<file path="config.mk">
export PLATFORM = sky130hd
export DESIGN_NAME = oscillator_octave_dac_code
export DESIGN_NICKNAME = d
export VERILOG_FILES = /design/src/rtl/core/ood_pkg.sv /design/src/rtl/core/ood_front.sv /design/src/rtl/core/ood_queue.sv /design/src/rtl/core/ood_div.sv /design/src/rtl/core/ood_back.sv /design/src/rtl/core/oscillator_octave_dac_code.sv
export SDC_FILE = /design/constraint.sdc
export NUM_CORES = 2
export LEC_CHECK = 0
export BUFFER_PORTS_ARGS = -buffer_cell sky130_fd_sc_hd__buf_4
export CORE_AREA = 3 3 593 595
export CTS_CLUSTER_SIZE = 20
export DETAILED_ROUTE_END_ITERATION = 10
export DIE_AREA = 0 0 596 598
export SLEW_MARGIN = 20
export SYNTH_ARGS = -nofsm -noshare
export SYNTH_HDL_FRONTEND = slang
export SYNTH_HIERARCHICAL = 1
export SYNTH_SLANG_ARGS = --single-unit
</file>
<file path="constraint.sdc">
create_clock -name clk -period 73.9 [get_ports clk]
set_input_delay 14.78 -clock clk [delete_from_list [all_inputs] [get_ports clk]]
set_output_delay 14.78 -clock clk [all_outputs]
set_load 0.01 [all_outputs]
</file>
<file path="src/rtl/core/ood_pkg.sv">
// ----------------------------------------------------------------------------
// ood_pkg
// Shared types and constants for the oscillator octave/DAC code generator.
// ----------------------------------------------------------------------------
package ood_pkg;

    localparam int FREQ_W   = 26;
    localparam int OCT_W    = 4;
    localparam int OFF_W    = 10;
    localparam int CODE_W   = 16;
    localparam int DNUM_W   = 38;
    localparam int DDEN_W   = FREQ_W + 1;
    localparam int DQUO_W   = OFF_W + 1;
    localparam int RDEN_W   = 12;
    localparam int RQUO_W   = 28;

    localparam logic [FREQ_W-1:0] FREQ_MAX = FREQ_W'(40000000);
    localparam logic [FREQ_W-1:0] BASE_HZ  = FREQ_W'(1039);
    localparam logic [DNUM_W-1:0] OSC_NUM  = DNUM_W'(2078);
    localparam logic [RDEN_W-1:0] DAC_SPAN = RDEN_W'(2048);
    localparam logic [OFF_W-1:0]  OFF_MAX  = OFF_W'(1023);
    localparam logic [OCT_W-1:0]  OCT_TOP  = OCT_W'(15);
    localparam int OSC_BASE_SHIFT = 10;
    localparam int RECIP_SHIFT    = 26;

    // Classified request handed from the front end to the back end.
    typedef struct packed {
        logic              en;
        logic              low;
        logic [OCT_W-1:0]  oct;
        logic [DNUM_W-1:0] num;
        logic [FREQ_W-1:0] f;
    } item_t;

    // Sideband carried through the offset divider.
    typedef struct packed {
        logic             en;
        logic             low;
        logic [OCT_W-1:0] oct;
    } side1_t;

    // Sideband carried through the reciprocal divider.
    typedef struct packed {
        logic             en;
        logic             low;
        logic [OCT_W-1:0] oct;
        logic [OFF_W-1:0] off;
    } side2_t;

endpackage

</file>
<file path="src/rtl/core/ood_front.sv">
// ----------------------------------------------------------------------------
// ood_front
// Clamps the request, picks the octave and forms the offset dividend.
// ----------------------------------------------------------------------------
module ood_front
(
    input  logic                         clk,
    input  logic                         rst_n,
    input  logic                         freq_valid,
    output logic                         freq_stall,
    input  logic [ood_pkg::FREQ_W-1:0]   freq_hz,
    output logic                         item_valid,
    output ood_pkg::item_t               item,
    input  logic                         item_ready
);

    logic                          valid_reg;
    ood_pkg::item_t                item_reg;
    ood_pkg::item_t                item_next;
    logic                          take;
    logic [ood_pkg::FREQ_W-1:0]    f_clamp;
    logic [ood_pkg::OCT_W-1:0]     oct;
    logic [15:1]                   ge;
    logic [ood_pkg::DNUM_W-1:0]    osc;
    logic [ood_pkg::DNUM_W-1:0]    f_wide;

    assign freq_stall = valid_reg && !item_ready;
    assign take       = freq_valid && !freq_stall;
    assign item_valid = valid_reg;
    assign item       = item_reg;

    always_comb
    begin
        f_clamp = (freq_hz > ood_pkg::FREQ_MAX) ? ood_pkg::FREQ_MAX : freq_hz;
        f_wide  = ood_pkg::DNUM_W'(f_clamp);
        for (int k = 1; k <= 15; k++)
        begin
            ge[k] = (ood_pkg::DNUM_W'(ood_pkg::BASE_HZ) << k) <= f_wide;
        end
        oct = '0;
        for (int k = 1; k <= 15; k++)
        begin
            if (ge[k])
            begin
                oct = ood_pkg::OCT_W'(k);
            end
        end
        osc = ood_pkg::OSC_NUM << (5'(ood_pkg::OSC_BASE_SHIFT) + 5'(oct));
        // Dividend 2*(2048*f - osc) + f, divisor 2*f gives the rounded offset.
        item_next.num = (f_wide << 12) + f_wide - (osc << 1);
        item_next.f   = f_clamp;
        item_next.oct = oct;
        item_next.low = f_clamp < ood_pkg::BASE_HZ;
        item_next.en  = freq_hz != '0;
    end

    always_ff @(posedge clk or negedge rst_n)
    begin
        if (!rst_n)
        begin
            valid_reg <= 1'b0;
        end
        else if (!freq_stall)
        begin
            valid_reg <= freq_valid;
        end
    end

    always_ff @(posedge clk)
    begin
        if (take)
        begin
            item_reg <= item_next;
        end
    end

endmodule

</file>
<file path="src/rtl/core/ood_queue.sv">
// ----------------------------------------------------------------------------
// ood_queue
// Small FIFO that decouples the front end from the divider back end.
// ----------------------------------------------------------------------------
module ood_queue
#(
    parameter int DEPTH = 2
)
(
    input  logic           clk,
    input  logic           rst_n,
    input  logic           push_valid,
    input  ood_pkg::item_t push_item,
    output logic           push_ready,
    output logic           pop_valid,
    output ood_pkg::item_t pop_item,
    input  logic           pop_take
);

    localparam int PTR_W = $clog2(DEPTH);
    localparam int CNT_W = $clog2(DEPTH + 1);

    ood_pkg::item_t    slot_reg [DEPTH];
    logic [PTR_W-1:0]  wr_reg;
    logic [PTR_W-1:0]  rd_reg;
    logic [CNT_W-1:0]  cnt_reg;
    logic              push;
    logic              pop;

    assign push_ready = cnt_reg != CNT_W'(DEPTH);
    assign pop_valid  = cnt_reg != '0;
    assign pop_item   = slot_reg[rd_reg];
    assign push       = push_valid && push_ready;
    assign pop        = pop_take && pop_valid;

    always_ff @(posedge clk or negedge rst_n)
    begin
        if (!rst_n)
        begin
            wr_reg  <= '0;
            rd_reg  <= '0;
            cnt_reg <= '0;
        end
        else
        begin
            if (push)
            begin
                wr_reg <= (wr_reg == PTR_W'(DEPTH - 1)) ? '0 : wr_reg + 1'b1;
            end
            if (pop)
            begin
                rd_reg <= (rd_reg == PTR_W'(DEPTH - 1)) ? '0 : rd_reg + 1'b1;
            end
            if (push && !pop)
            begin
                cnt_reg <= cnt_reg + 1'b1;
            end
            else if (pop && !push)
            begin
                cnt_reg <= cnt_reg - 1'b1;
            end
        end
    end

    always_ff @(posedge clk)
    begin
        if (push)
        begin
            slot_reg[wr_reg] <= push_item;
        end
    end

    property p_no_overfill;
        @(posedge clk) disable iff (!rst_n) cnt_reg <= CNT_W'(DEPTH);
    endproperty
    a_no_overfill: assert property (p_no_overfill) else $error("queue overfilled");

    property p_empty_no_pop;
        @(posedge clk) disable iff (!rst_n) (cnt_reg == '0) |-> !pop;
    endproperty
    a_empty_no_pop: assert property (p_empty_no_pop) else $error("pop from empty queue");

    property p_count_tracks;
        @(posedge clk) disable iff (!rst_n)
            (push && !pop) |=> (cnt_reg == $past(cnt_reg) + 1'b1);
    endproperty
    a_count_tracks: assert property (p_count_tracks) else $error("queue count slip");

endmodule

</file>
<file path="src/rtl/core/ood_div.sv">
// ----------------------------------------------------------------------------
// ood_div
// Pipelined restoring divider, one quotient bit per stage, with sideband.
// ----------------------------------------------------------------------------
module ood_div
#(
    parameter int NW = 38,
    parameter int DW = 27,
    parameter int QW = 11,
    parameter int SW = 6
)
(
    input  logic          clk,
    input  logic          rst_n,
    input  logic          en,
    input  logic          in_valid,
    input  logic [NW-1:0] num,
    input  logic [DW-1:0] den,
    input  logic [SW-1:0] side,
    output logic          out_valid,
    output logic [QW-1:0] quo,
    output logic [SW-1:0] out_side
);

    localparam int RW = (NW > DW + QW) ? NW : DW + QW;

    logic [RW-1:0] rem_reg  [QW];
    logic [DW-1:0] den_reg  [QW];
    logic [QW-1:0] quo_reg  [QW];
    logic [SW-1:0] side_reg [QW];
    logic [QW-1:0] valid_reg;

    for (genvar s = 0; s < QW; s++)
    begin : g_stage
        logic [RW-1:0] rem_src;
        logic [DW-1:0] den_src;
        logic [QW-1:0] quo_src;
        logic [SW-1:0] side_src;
        logic          valid_src;
        logic [RW-1:0] dsh;
        logic          ge;
        logic [QW-1:0] quo_st;

        if (s == 0)
        begin : g_first
            assign rem_src   = RW'(num);
            assign den_src   = den;
            assign quo_src   = '0;
            assign side_src  = side;
            assign valid_src = in_valid;
        end
        else
        begin : g_next
            assign rem_src   = rem_reg[s-1];
            assign den_src   = den_reg[s-1];
            assign quo_src   = quo_reg[s-1];
            assign side_src  = side_reg[s-1];
            assign valid_src = valid_reg[s-1];
        end

        always_comb
        begin
            dsh    = RW'(den_src) << (QW - 1 - s);
            ge     = rem_src >= dsh;
            quo_st = quo_src;
            quo_st[QW-1-s] = ge;
        end

        always_ff @(posedge clk or negedge rst_n)
        begin
            if (!rst_n)
            begin
                valid_reg[s] <= 1'b0;
            end
            else if (en)
            begin
                valid_reg[s] <= valid_src;
            end
        end

        always_ff @(posedge clk)
        begin
            if (en)
            begin
                rem_reg[s]  <= ge ? rem_src - dsh : rem_src;
                den_reg[s]  <= den_src;
                quo_reg[s]  <= quo_st;
                side_reg[s] <= side_src;
            end
        end
    end

    assign out_valid = valid_reg[QW-1];
    assign quo       = quo_reg[QW-1];
    assign out_side  = side_reg[QW-1];

endmodule

</file>
<file path="src/rtl/core/ood_back.sv">
// ----------------------------------------------------------------------------
// ood_back
// Offset division, saturation, reciprocal division and result register.
// ----------------------------------------------------------------------------
module ood_back
(
    input  logic                         clk,
    input  logic                         rst_n,
    input  logic                         pop_valid,
    input  ood_pkg::item_t               pop_item,
    output logic                         pop_take,
    output logic                         code_valid,
    input  logic                         code_stall,
    output logic [ood_pkg::CODE_W-1:0]   code_word,
    output logic [ood_pkg::OCT_W-1:0]    octave_out,
    output logic [ood_pkg::OFF_W-1:0]    dac_offset,
    output logic                         clock_enabled,
    output logic [ood_pkg::FREQ_W-1:0]   achieved_hz
);

    localparam int S1_W = $bits(ood_pkg::side1_t);
    localparam int S2_W = $bits(ood_pkg::side2_t);

    logic                          adv;
    ood_pkg::side1_t               s1_in;
    ood_pkg::side1_t               s1_out;
    logic [S1_W-1:0]               s1_bits;
    logic                          d1_valid;
    logic [ood_pkg::DQUO_W-1:0]    q1;
    ood_pkg::side2_t               s2_in;
    ood_pkg::side2_t               s2_out;
    logic [S2_W-1:0]               s2_bits;
    logic [ood_pkg::RDEN_W-1:0]    den2;
    logic                          d2_valid;
    logic [ood_pkg::RQUO_W-1:0]    y;
    logic [ood_pkg::OCT_W-1:0]     sh;
    logic [ood_pkg::RQUO_W:0]      y_half;

    logic                          valid_reg;
    logic [ood_pkg::CODE_W-1:0]    code_reg, code_next;
    logic [ood_pkg::OCT_W-1:0]     oct_reg, oct_next;
    logic [ood_pkg::OFF_W-1:0]     off_reg, off_next;
    logic                          en_reg, en_next;
    logic [ood_pkg::FREQ_W-1:0]    ach_reg, ach_next;

    assign adv      = !valid_reg || !code_stall;
    assign pop_take = adv;

    assign s1_in.en  = pop_item.en;
    assign s1_in.low = pop_item.low;
    assign s1_in.oct = pop_item.oct;

    ood_div #(
        .NW (ood_pkg::DNUM_W),
        .DW (ood_pkg::DDEN_W),
        .QW (ood_pkg::DQUO_W),
        .SW (S1_W)
    ) u_div_off (
        .clk       (clk),
        .rst_n     (rst_n),
        .en        (adv),
        .in_valid  (pop_valid),
        .num       (pop_item.num),
        .den       ({pop_item.f, 1'b0}),
        .side      (s1_in),
        .out_valid (d1_valid),
        .quo       (q1),
        .out_side  (s1_bits)
    );

    always_comb
    begin
        s1_out    = ood_pkg::side1_t'(s1_bits);
        s2_in.en  = s1_out.en;
        s2_in.low = s1_out.low;
        s2_in.oct = s1_out.oct;
        s2_in.off = (q1 > ood_pkg::DQUO_W'(ood_pkg::OFF_MAX)) ? ood_pkg::OFF_MAX
                                                            : q1[ood_pkg::OFF_W-1:0];
        den2      = ood_pkg::DAC_SPAN - ood_pkg::RDEN_W'(s2_in.off);
    end

    ood_div #(
        .NW (ood_pkg::DNUM_W),
        .DW (ood_pkg::RDEN_W),
        .QW (ood_pkg::RQUO_W),
        .SW (S2_W)
    ) u_div_recip (
        .clk       (clk),
        .rst_n     (rst_n),
        .en        (adv),
        .in_valid  (d1_valid),
        .num       (ood_pkg::OSC_NUM << ood_pkg::RECIP_SHIFT),
        .den       (den2),
        .side      (s2_in),
        .out_valid (d2_valid),
        .quo       (y),
        .out_side  (s2_bits)
    );

    always_comb
    begin
        s2_out = ood_pkg::side2_t'(s2_bits);
        sh     = ood_pkg::OCT_TOP - s2_out.oct;
        y_half = (({1'b0, y} >> sh) + 1'b1) >> 1;
        en_next = s2_out.en;
        if (!s2_out.en)
        begin
            code_next = '0;
            oct_next  = '0;
            off_next  = '0;
            ach_next  = '0;
        end
        else if (s2_out.low)
        begin
            code_next = '0;
            oct_next  = '0;
            off_next  = '0;
            ach_next  = ood_pkg::BASE_HZ;
        end
        else
        begin
            code_next = {s2_out.oct, s2_out.off, 2'b00};
            oct_next  = s2_out.oct;
            off_next  = s2_out.off;
            ach_next  = y_half[ood_pkg::FREQ_W-1:0];
        end
    end

    always_ff @(posedge clk or negedge rst_n)
    begin
        if (!rst_n)
        begin
            valid_reg <= 1'b0;
        end
        else if (adv)
        begin
            valid_reg <= d2_valid;
        end
    end

    always_ff @(posedge clk)
    begin
        if (adv)
        begin
            code_reg <= code_next;
            oct_reg  <= oct_next;
            off_reg  <= off_next;
            en_reg   <= en_next;
            ach_reg  <= ach_next;
        end
    end

    assign code_valid    = valid_reg;
    assign code_word     = code_reg;
    assign octave_out    = oct_reg;
    assign dac_offset    = off_reg;
    assign clock_enabled = en_reg;
    assign achieved_hz   = ach_reg;

    property p_code_fields;
        @(posedge clk) disable iff (!rst_n)
            valid_reg |-> (code_reg == {oct_reg, off_reg, 2'b00});
    endproperty
    a_code_fields: assert property (p_code_fields) else $error("code word fields differ");

    property p_disabled_zero;
        @(posedge clk) disable iff (!rst_n)
            (valid_reg && !en_reg) |-> (code_reg == '0 && ach_reg == '0);
    endproperty
    a_disabled_zero: assert property (p_disabled_zero) else $error("disabled result not zero");

    property p_hold_on_stall;
        @(posedge clk) disable iff (!rst_n)
            (valid_reg && code_stall) |=> (valid_reg && $stable(ach_reg));
    endproperty
    a_hold_on_stall: assert property (p_hold_on_stall) else $error("result lost on stall");

endmodule

</file>
<file path="src/rtl/core/oscillator_octave_dac_code.sv">
// ----------------------------------------------------------------------------
// oscillator_octave_dac_code
// Turns a requested frequency into an octave/DAC programming word.
// ----------------------------------------------------------------------------
// A request enters on freq_hz with freq_valid; it is taken in a transfer at
// any rising edge where freq_valid is high and freq_stall is low. Each request
// gives exactly one result on the code channel, in request order, taken in a
// transfer when code_valid is high and code_stall is low.
// The front end clamps the request and registers it with its octave. A short
// queue follows, then the back end: an 11-stage divider for the rounded offset
// and a 28-stage divider for the reciprocal that yields the achieved frequency,
// then a result register. Each item passes the front register, a queue slot,
// the stages of the two dividers and the result register, in that order.
// Throughput is one request per cycle when the receiver keeps up.
// With a result valid and code_stall high, the whole back end holds still; the
// queue absorbs what the front end already took; freq_stall rises once full.
// Reset clears all valid flags and queue pointers; no result is pending after.
// ----------------------------------------------------------------------------
module oscillator_octave_dac_code
#(
    parameter int QUEUE_DEPTH = 2
)
(
    input  logic                         clk,
    input  logic                         rst_n,
    input  logic                         freq_valid,
    output logic                         freq_stall,
    input  logic [ood_pkg::FREQ_W-1:0]   freq_hz,
    output logic                         code_valid,
    input  logic                         code_stall,
    output logic [ood_pkg::CODE_W-1:0]   code_word,
    output logic [ood_pkg::OCT_W-1:0]    octave_out,
    output logic [ood_pkg::OFF_W-1:0]    dac_offset,
    output logic                         clock_enabled,
    output logic [ood_pkg::FREQ_W-1:0]   achieved_hz
);

    // Classified items between the front end and the queue.
    logic           fe_valid;
    ood_pkg::item_t fe_item;
    logic           q_ready;

    // Items between the queue and the back end.
    logic           q_valid;
    ood_pkg::item_t q_item;
    logic           be_take;

    ood_front u_front (
        .clk        (clk),
        .rst_n      (rst_n),
        .freq_valid (freq_valid),
        .freq_stall (freq_stall),
        .freq_hz    (freq_hz),
        .item_valid (fe_valid),
        .item       (fe_item),
        .item_ready (q_ready)
    );

    ood_queue #(
        .DEPTH (QUEUE_DEPTH)
    ) u_queue (
        .clk        (clk),
        .rst_n      (rst_n),
        .push_valid (fe_valid),
        .push_item  (fe_item),
        .push_ready (q_ready),
        .pop_valid  (q_valid),
        .pop_item   (q_item),
        .pop_take   (be_take)
    );

    ood_back u_back (
        .clk           (clk),
        .rst_n         (rst_n),
        .pop_valid     (q_valid),
        .pop_item      (q_item),
        .pop_take      (be_take),
        .code_valid    (code_valid),
        .code_stall    (code_stall),
        .code_word     (code_word),
        .octave_out    (octave_out),
        .dac_offset    (dac_offset),
        .clock_enabled (clock_enabled),
        .achieved_hz   (achieved_hz)
    );

endmodule
</file>
======== After elaboration in Yosys (flattened, before gate mapping) ========
Memory sizes are Yosys's and may differ from the RTL's.
Cells that the tools add are included.
storage, ports and cells
  input port bits ......................... 30
  bits in writable memories ............... 3,730
  flip-flop bits (word level) ............. 172
  memories ................................ 9
cells by class
  add/sub/neg operators ................... 49
  shift-type cells ........................ 2
  multiplexer cells ....................... 65
  bitwise gates (word level) .............. 1
  order comparisons ....................... 57
  eq/ne operators ......................... 1
  reductions and logical operators ........ 17
memory list
  memory                       depth  bits a word  rd ports  clocked after memory_dff  wr ports  RTL line       text
  u_back.u_div_recip.rem_reg   28     40           27        0                         28        ood_div.sv:27  logic [RW-1:0] rem_reg [QW];
  u_back.u_div_recip.quo_reg   28     28           28        0                         28        ood_div.sv:29  logic [QW-1:0] quo_reg [QW];
  u_back.u_div_recip.side_reg  28     16           28        0                         28        ood_div.sv:30  logic [SW-1:0] side_reg [QW];
  u_back.u_div_off.rem_reg     11     38           10        0                         11        ood_div.sv:27
  u_back.u_div_recip.den_reg   28     12           27        0                         28        ood_div.sv:28  logic [DW-1:0] den_reg [QW];
  u_back.u_div_off.den_reg     11     27           10        0                         11        ood_div.sv:28
  +3 memories                  -      -            -         -                         -         -
operator list
  cell                                              count
  40-bit two-way mux                                28
  38-bit two-way mux                                11
  4-bit two-way mux                                 14
  40-bit by 12-bit >= comparator with 1-bit output  1
  40-bit by 13-bit >= comparator with 1-bit output  1
  40-bit by 14-bit >= comparator with 1-bit output  1
  40-bit by 15-bit >= comparator with 1-bit output  1
  40-bit by 16-bit >= comparator with 1-bit output  1
  40-bit by 17-bit >= comparator with 1-bit output  1
  40-bit by 18-bit >= comparator with 1-bit output  1
  40-bit by 19-bit >= comparator with 1-bit output  1
  40-bit by 20-bit >= comparator with 1-bit output  1
  40-bit by 21-bit >= comparator with 1-bit output  1
  40-bit by 22-bit >= comparator with 1-bit output  1
  40-bit by 23-bit >= comparator with 1-bit output  1
  40-bit by 24-bit >= comparator with 1-bit output  1
  40-bit by 25-bit >= comparator with 1-bit output  1
  40-bit by 26-bit >= comparator with 1-bit output  1
  40-bit by 27-bit >= comparator with 1-bit output  1
  40-bit by 28-bit >= comparator with 1-bit output  1
  40-bit by 29-bit >= comparator with 1-bit output  1
  40-bit by 30-bit >= comparator with 1-bit output  1
  40-bit by 31-bit >= comparator with 1-bit output  1
  40-bit by 32-bit >= comparator with 1-bit output  1
  other kinds (99)                                  118

======== Longest topological paths before layout ========
  depth after elaboration ................. 21
  gate-level depth with buffers ........... 30
  mapped depth without buffers ............ 26

======== Modules after synthesis ========
Netlist, hierarchy kept.
by module, submodules not included
  module                        cells an instance  area an instance (sq um)  times used
  ood_div (u_back.u_div_recip)  6,530              96,412.5                  1
  ood_div (u_back.u_div_off)    3,846              43,549.3                  1
  ood_front                     666                6,226.0                   1
  ood_queue                     236                5,596.6                   1
  ood_back                      411                4,274.1                   1

======== Least setup slack after synthesis ========
OpenSTA, ideal clock, no wires.
  path kind ............................... input to register
  start ................................... input port code_stall
  end ..................................... register u_queue.cnt_reg[1]
  path buffers ............................ 0
  path slack .............................. -14.229 ns
  cell stages on the path ................. 5
  data arrival time ....................... 88.050 ns
  required time ........................... 73.821 ns
  library setup time ...................... 0.079 ns
  path through ............................ nand2_1 > nand2_1 > ha_1 > nor2_1 > xor2_1
on the way
  word-level cells in the longest chain between the ends .. 6
RTL lines
  element                                                  RTL line                          text
  start, declared                                          oscillator_octave_dac_code.sv:30  input logic code_stall,
  1-bit zero test *                                        ood_back.sv:46                    assign adv = !valid_reg || !code_stall;
  1-bit logical OR *                                       ood_back.sv:46
  1-bit logical AND *                                      ood_queue.sv:34                   assign pop = pop_take && pop_valid;
  1-bit zero test                                          ood_queue.sv:54                   if (push && !pop)
  1-bit logical AND                                        ood_queue.sv:54
  2-bit two-way mux or 2-bit nonzero test (tied branches)  -
  end signal, assigned                                     ood_queue.sv:56                   cnt_reg <= cnt_reg + 1'b1;
  end signal, assigned                                     ood_queue.sv:60                   cnt_reg <= cnt_reg - 1'b1;
  end, declared                                            ood_queue.sv:26                   logic [CNT_W-1:0] cnt_reg;
Every way passes the cells marked *; elsewhere a longest branch is shown, timed or not.
A chain may end at the register's enable or synchronous reset.

==> tab_implementation.tex <==
\begin{tabular}{lr}
\hline
Metric & Value \\
\hline
\multicolumn{2}{l}{\textbf{Run status}} \\
Run status & completed \\
\multicolumn{2}{l}{\textbf{Logic synthesis}} \\
Post-synthesis instance area & around 160000 µm² \\
Flop and latch count out of synthesis & between 3000 and 4000 \\
Warnings, synthesis & 6 \\
Post-synthesis average cell area & between 10 and 15 µm² \\
Seq/Total Area, Yosys & roughly 64\% \\
Count of flip-flops with a built-in enable after synthesis & between 3000 and 4000 \\
Library cells used by synthesis & 133 \\
Number of cells produced by synthesis & 11690 \\
Dominant register cell in the synthesized netlist & sky130\_fd\_sc\_hd\_\_edfxtp\_1 \\
Share of synthesized flip-flops with an asynchronous set or reset & 1.350\% \\
\multicolumn{2}{l}{\textbf{STA}} \\
Final count of negative-setup-slack endpoints & 0 \\
Unrepaired setup endpoints after global routing & false \\
Fin. max-slew vios & 0 \\
Final cycle utilization of the critical path & 29.97\% \\
Max Clk Rate & about 45 MHz \\
Clock period minus worst slack & between 20000 and 25000 ps \\
Sum of negative setup slack & 0 ps \\
Setup clock skew after layout & about 68 ps \\
Worst rel slew slack & approximately 29\% \\
Slew @ Worst Pin & roughly 1100 ps \\
Hold violation count in the final report & 0 \\
\multicolumn{2}{l}{\textbf{Floorplan}} \\
Die outline height & between 500 and 600 µm \\
DIE WIDTH & 596 µm \\
Initial Util & a little under half \\
Number of standard-cell rows in the floorplan & around 220 \\
Io pins & 89 \\
Area of the die & between 300000 and 400000 µm² \\
Placeable core region & 346500 µm² \\
\multicolumn{2}{l}{\textbf{Global routing}} \\
Maximum number of pins on one net before global-route repair & 183 \\
GRT overflow & 0 \\
First-pass GRT wire length & 498.0 mm \\
Via count of the first global-routing pass & between 90000 and 100k \\
Number of antenna violations at the first check in global routing & 12 \\
Combined global-route utilization of all metal layers & between 15 and 20\% \\
\multicolumn{2}{l}{\textbf{Finish}} \\
Layout Area Growth over Synthesis & 11.40\% \\
Nets@finish & approximately 13000 \\
Fraction of layout instances using a drive strength above 1 & under 10\% \\
Post-Layout Cell Count & around 17000 \\
Final core occ & around 50\% \\
Total non-filler cell area in the finished layout & 173800 µm² \\
Flip-flop count of the largest register, all copies and words added & approximately 1100 \\
\multicolumn{2}{l}{\textbf{Critical path}} \\
Startpoint-to-endpoint class of the critical path & in2reg \\
R2r worst-path depth & 7 \\
Largest fanout on the critical path & 19 \\
Startpoint class of the critical path & input pin \\
Crit path required time & 74520 ps \\
Endpoint arrival time on the critical path & between 20000 and 25000 ps \\
Worst stage delay on the critical path & 780 ps \\
Type of element capturing the critical path & flop \\
Crit-path slowest cell & sky130\_fd\_sc\_hd\_\_ha\_1 \\
\multicolumn{2}{l}{\textbf{Placed design}} \\
Number of placed instances with taps included & between 15000 and 20000 \\
IO Port Bufs & 86 \\
Cell area reported after detailed placement & approximately 160000 µm² \\
Detailed placement HPWL & $\sim$230 mm \\
Final estimated routing congestion in global placement & around 0.90 \\
\multicolumn{2}{l}{\textbf{Routing}} \\
DR DRC count & 0 \\
Iteration-0 DRC Markers & 6246 \\
Average via count per standard cell & 5.392 \\
Detail Route Antenna Nets & 0 \\
Number of iterations in the first detailed-routing pass & 6 \\
Total Routed Length & 314.0 mm \\
Total number of vias & a little over 90000 \\
WL/cell & 18.55 µm \\
\multicolumn{2}{l}{\textbf{Power}} \\
Power per cell area & around 46 nW/µm² \\
Leakage component of the power & 63.03 nW \\
Maximum resistive drop on vdd & between 0.02 and 0.025 mV \\
Overall power after layout & 7.969 mW \\
\multicolumn{2}{l}{\textbf{Worst hold path}} \\
Worst hold path type & reg2reg \\
Hold Path Stages & 0 \\
\multicolumn{2}{l}{\textbf{Clocking}} \\
Buffers inserted by post-CTS timing repair & 0 \\
CTS tree & built \\
Clock latency reported for the late side of the worst-skew pair & about 900 ps \\
Post-CTS resize count & 0 \\
Clock slew at the register clock pins of the worst setup and hold paths & around 60 ps \\
Clk root buf & sky130\_fd\_sc\_hd\_\_clkbuf\_16 \\
Number of CTS-inserted buffers & 357 \\
Maximum root-to-sink buffer count & 4 \\
Total clock sinks & $\sim$3300 \\
Post-cts hold buffer count & 0 \\
H-tree depth & 5 \\
\multicolumn{2}{l}{\textbf{Run}} \\
Maximum Capacitance Violations & 0 \\
\hline
\end{tabular}
## logic make-up after synthesis
group	after synthesis	share of synthesized area, %
AO/OA/AOI/OAI	2215	9.077
XOR/XNOR	894	5.017
adder cells (fa/ha/maj)	741	6.177
buffers and inverters	1114	2.920
flip-flops	3334	64.01
multiplexers	330	2.735
other	2	0.004812
AND/OR/NAND/NOR	3059	10.06
## worst paths after layout
kind / from / end / slack, ps
worst max-delay path: freq_hz[5] / u_front/item[63]$_DFFE_PP_ / 51750
min in group asynchronous: rst_n / u_back/u_div_recip/g_stage[26].valid_src$_DFFE_PN0P_ / 13860
worst max register to register: u_back/code_valid$_DFFE_PN0P_ / u_back/u_div_recip/rem_reg[1][430]$_DFFE_PP_ / 67250
worst min-delay path: u_back/u_div_off/quo_reg[9][2]$_DFFE_PP_ / u_back/u_div_off/quo_reg[10][2]$_DFFE_PP_ / 390
max in group asynchronous: rst_n / u_queue/rd_reg$_DFFE_PN0P_ / 59580
worst min register to register: u_back/u_div_off/quo_reg[9][2]$_DFFE_PP_ / u_back/u_div_off/quo_reg[10][2]$_DFFE_PP_ / 390
## placed cells by master, fill, tap and decap left out, drive strengths merged, types with 69 or more instances in the layout
cell type	instances
edfxtp	3289
inv	889
nand2	733
nor2	724
a21oi	701
ha	692
o21ai	539
xnor2	466
xor2	428
clkbuf	426
mux2	267
nor3	256
nor4	210
a21o	203
nand3	178
buf	168
nand4	150
nand2b	149
clkinv	145
o21a	115
nor2b	108
a211oi	80
conb	79
or3	76
o31ai	74
or2	69
## cell type report
cell class | count | area, µm²
Sequential cell | 3334 | 99890
Antenna cell | 5 | 12.51
Multi-Input combinational cell | 7318 | 52080
Fill cell | 29130 | 172600
Tap cell | 4578 | 5728
Inverter | 878 | 3301
Clock inverter | 218 | 2117
Timing Repair Buffer | 168 | 1314
Clock buffer | 426 | 9394
## synthesized netlist by cell type (49+ instances only)
cell type	count	area, µm²
sky130_fd_sc_hd__a211oi_1	75	563.0
sky130_fd_sc_hd__a21o_1	202	1516
sky130_fd_sc_hd__a21oi_1	699	3498
sky130_fd_sc_hd__a31oi_1	59	369.1
sky130_fd_sc_hd__and2_1	64	400.4
sky130_fd_sc_hd__and3_1	52	325.3
sky130_fd_sc_hd__clkbuf_1	142	533.0
sky130_fd_sc_hd__edfxtp_1	3289	98760
sky130_fd_sc_hd__fa_1	49	980.9
sky130_fd_sc_hd__ha_1	692	8658
sky130_fd_sc_hd__inv_1	872	3273
sky130_fd_sc_hd__mux2_2	188	2117
sky130_fd_sc_hd__mux2_4	73	1096
sky130_fd_sc_hd__nand2_1	733	2751
sky130_fd_sc_hd__nand2b_1	149	932.1
sky130_fd_sc_hd__nand3_1	174	870.8
sky130_fd_sc_hd__nand4_1	149	932.1
sky130_fd_sc_hd__nand4b_1	51	446.7
sky130_fd_sc_hd__nor2_1	723	2714
sky130_fd_sc_hd__nor2b_1	108	675.7
sky130_fd_sc_hd__nor3_1	256	1281
sky130_fd_sc_hd__nor4_1	204	1276
sky130_fd_sc_hd__o21a_1	115	863.3
sky130_fd_sc_hd__o21ai_0	529	2648
sky130_fd_sc_hd__o21bai_1	56	420.4
sky130_fd_sc_hd__o31ai_1	70	525.5
sky130_fd_sc_hd__or2_2	63	394.1
sky130_fd_sc_hd__or3_1	76	475.5
sky130_fd_sc_hd__or4_1	66	495.5
sky130_fd_sc_hd__xnor2_1	466	4081
sky130_fd_sc_hd__xor2_1	428	3749
## where the power goes
part	switching, mW	internal (mW)	total (mW)
clock network	0.712	1.03	1.74
logic	1.69	1.24	2.93
registers	0.349	2.95	3.30
total	2.75	5.22	7.97
## worst max-delay path: cells and delay by family
kind	cells	cell delay, ps
XOR/XNOR	1	130
AO/OA/AOI/OAI	11	3320
adder cells (fa/ha/maj)	3	1650
AND/OR/NAND/NOR	8	1880
buffers and inverters	4	970
## layer usage
layer | up-vias | wire length (µm) | global-route usage (%)
met5 | - | 0 | 0
met4 | 0 | 11140 | 5.983
met3 | 630 | 13010 | 2.438
met2 | 2206 | 150800 | 29.36
met1 | 43990 | 139000 | 22.50
li1 | 44430 | - | -
## metrics by stage
step / hold slack, ps / setup slack (ps)
6_report: 392.9 / 51750
3_5_place_dp: 404.5 / 50860
5_1_grt: 401.7 / 51380
3_3_place_gp: 400.3 / 50520
4_1_cts: 397.5 / 51850
2_1_floorplan: 400.3 / 17630
(Power assumes the default switching activity.)
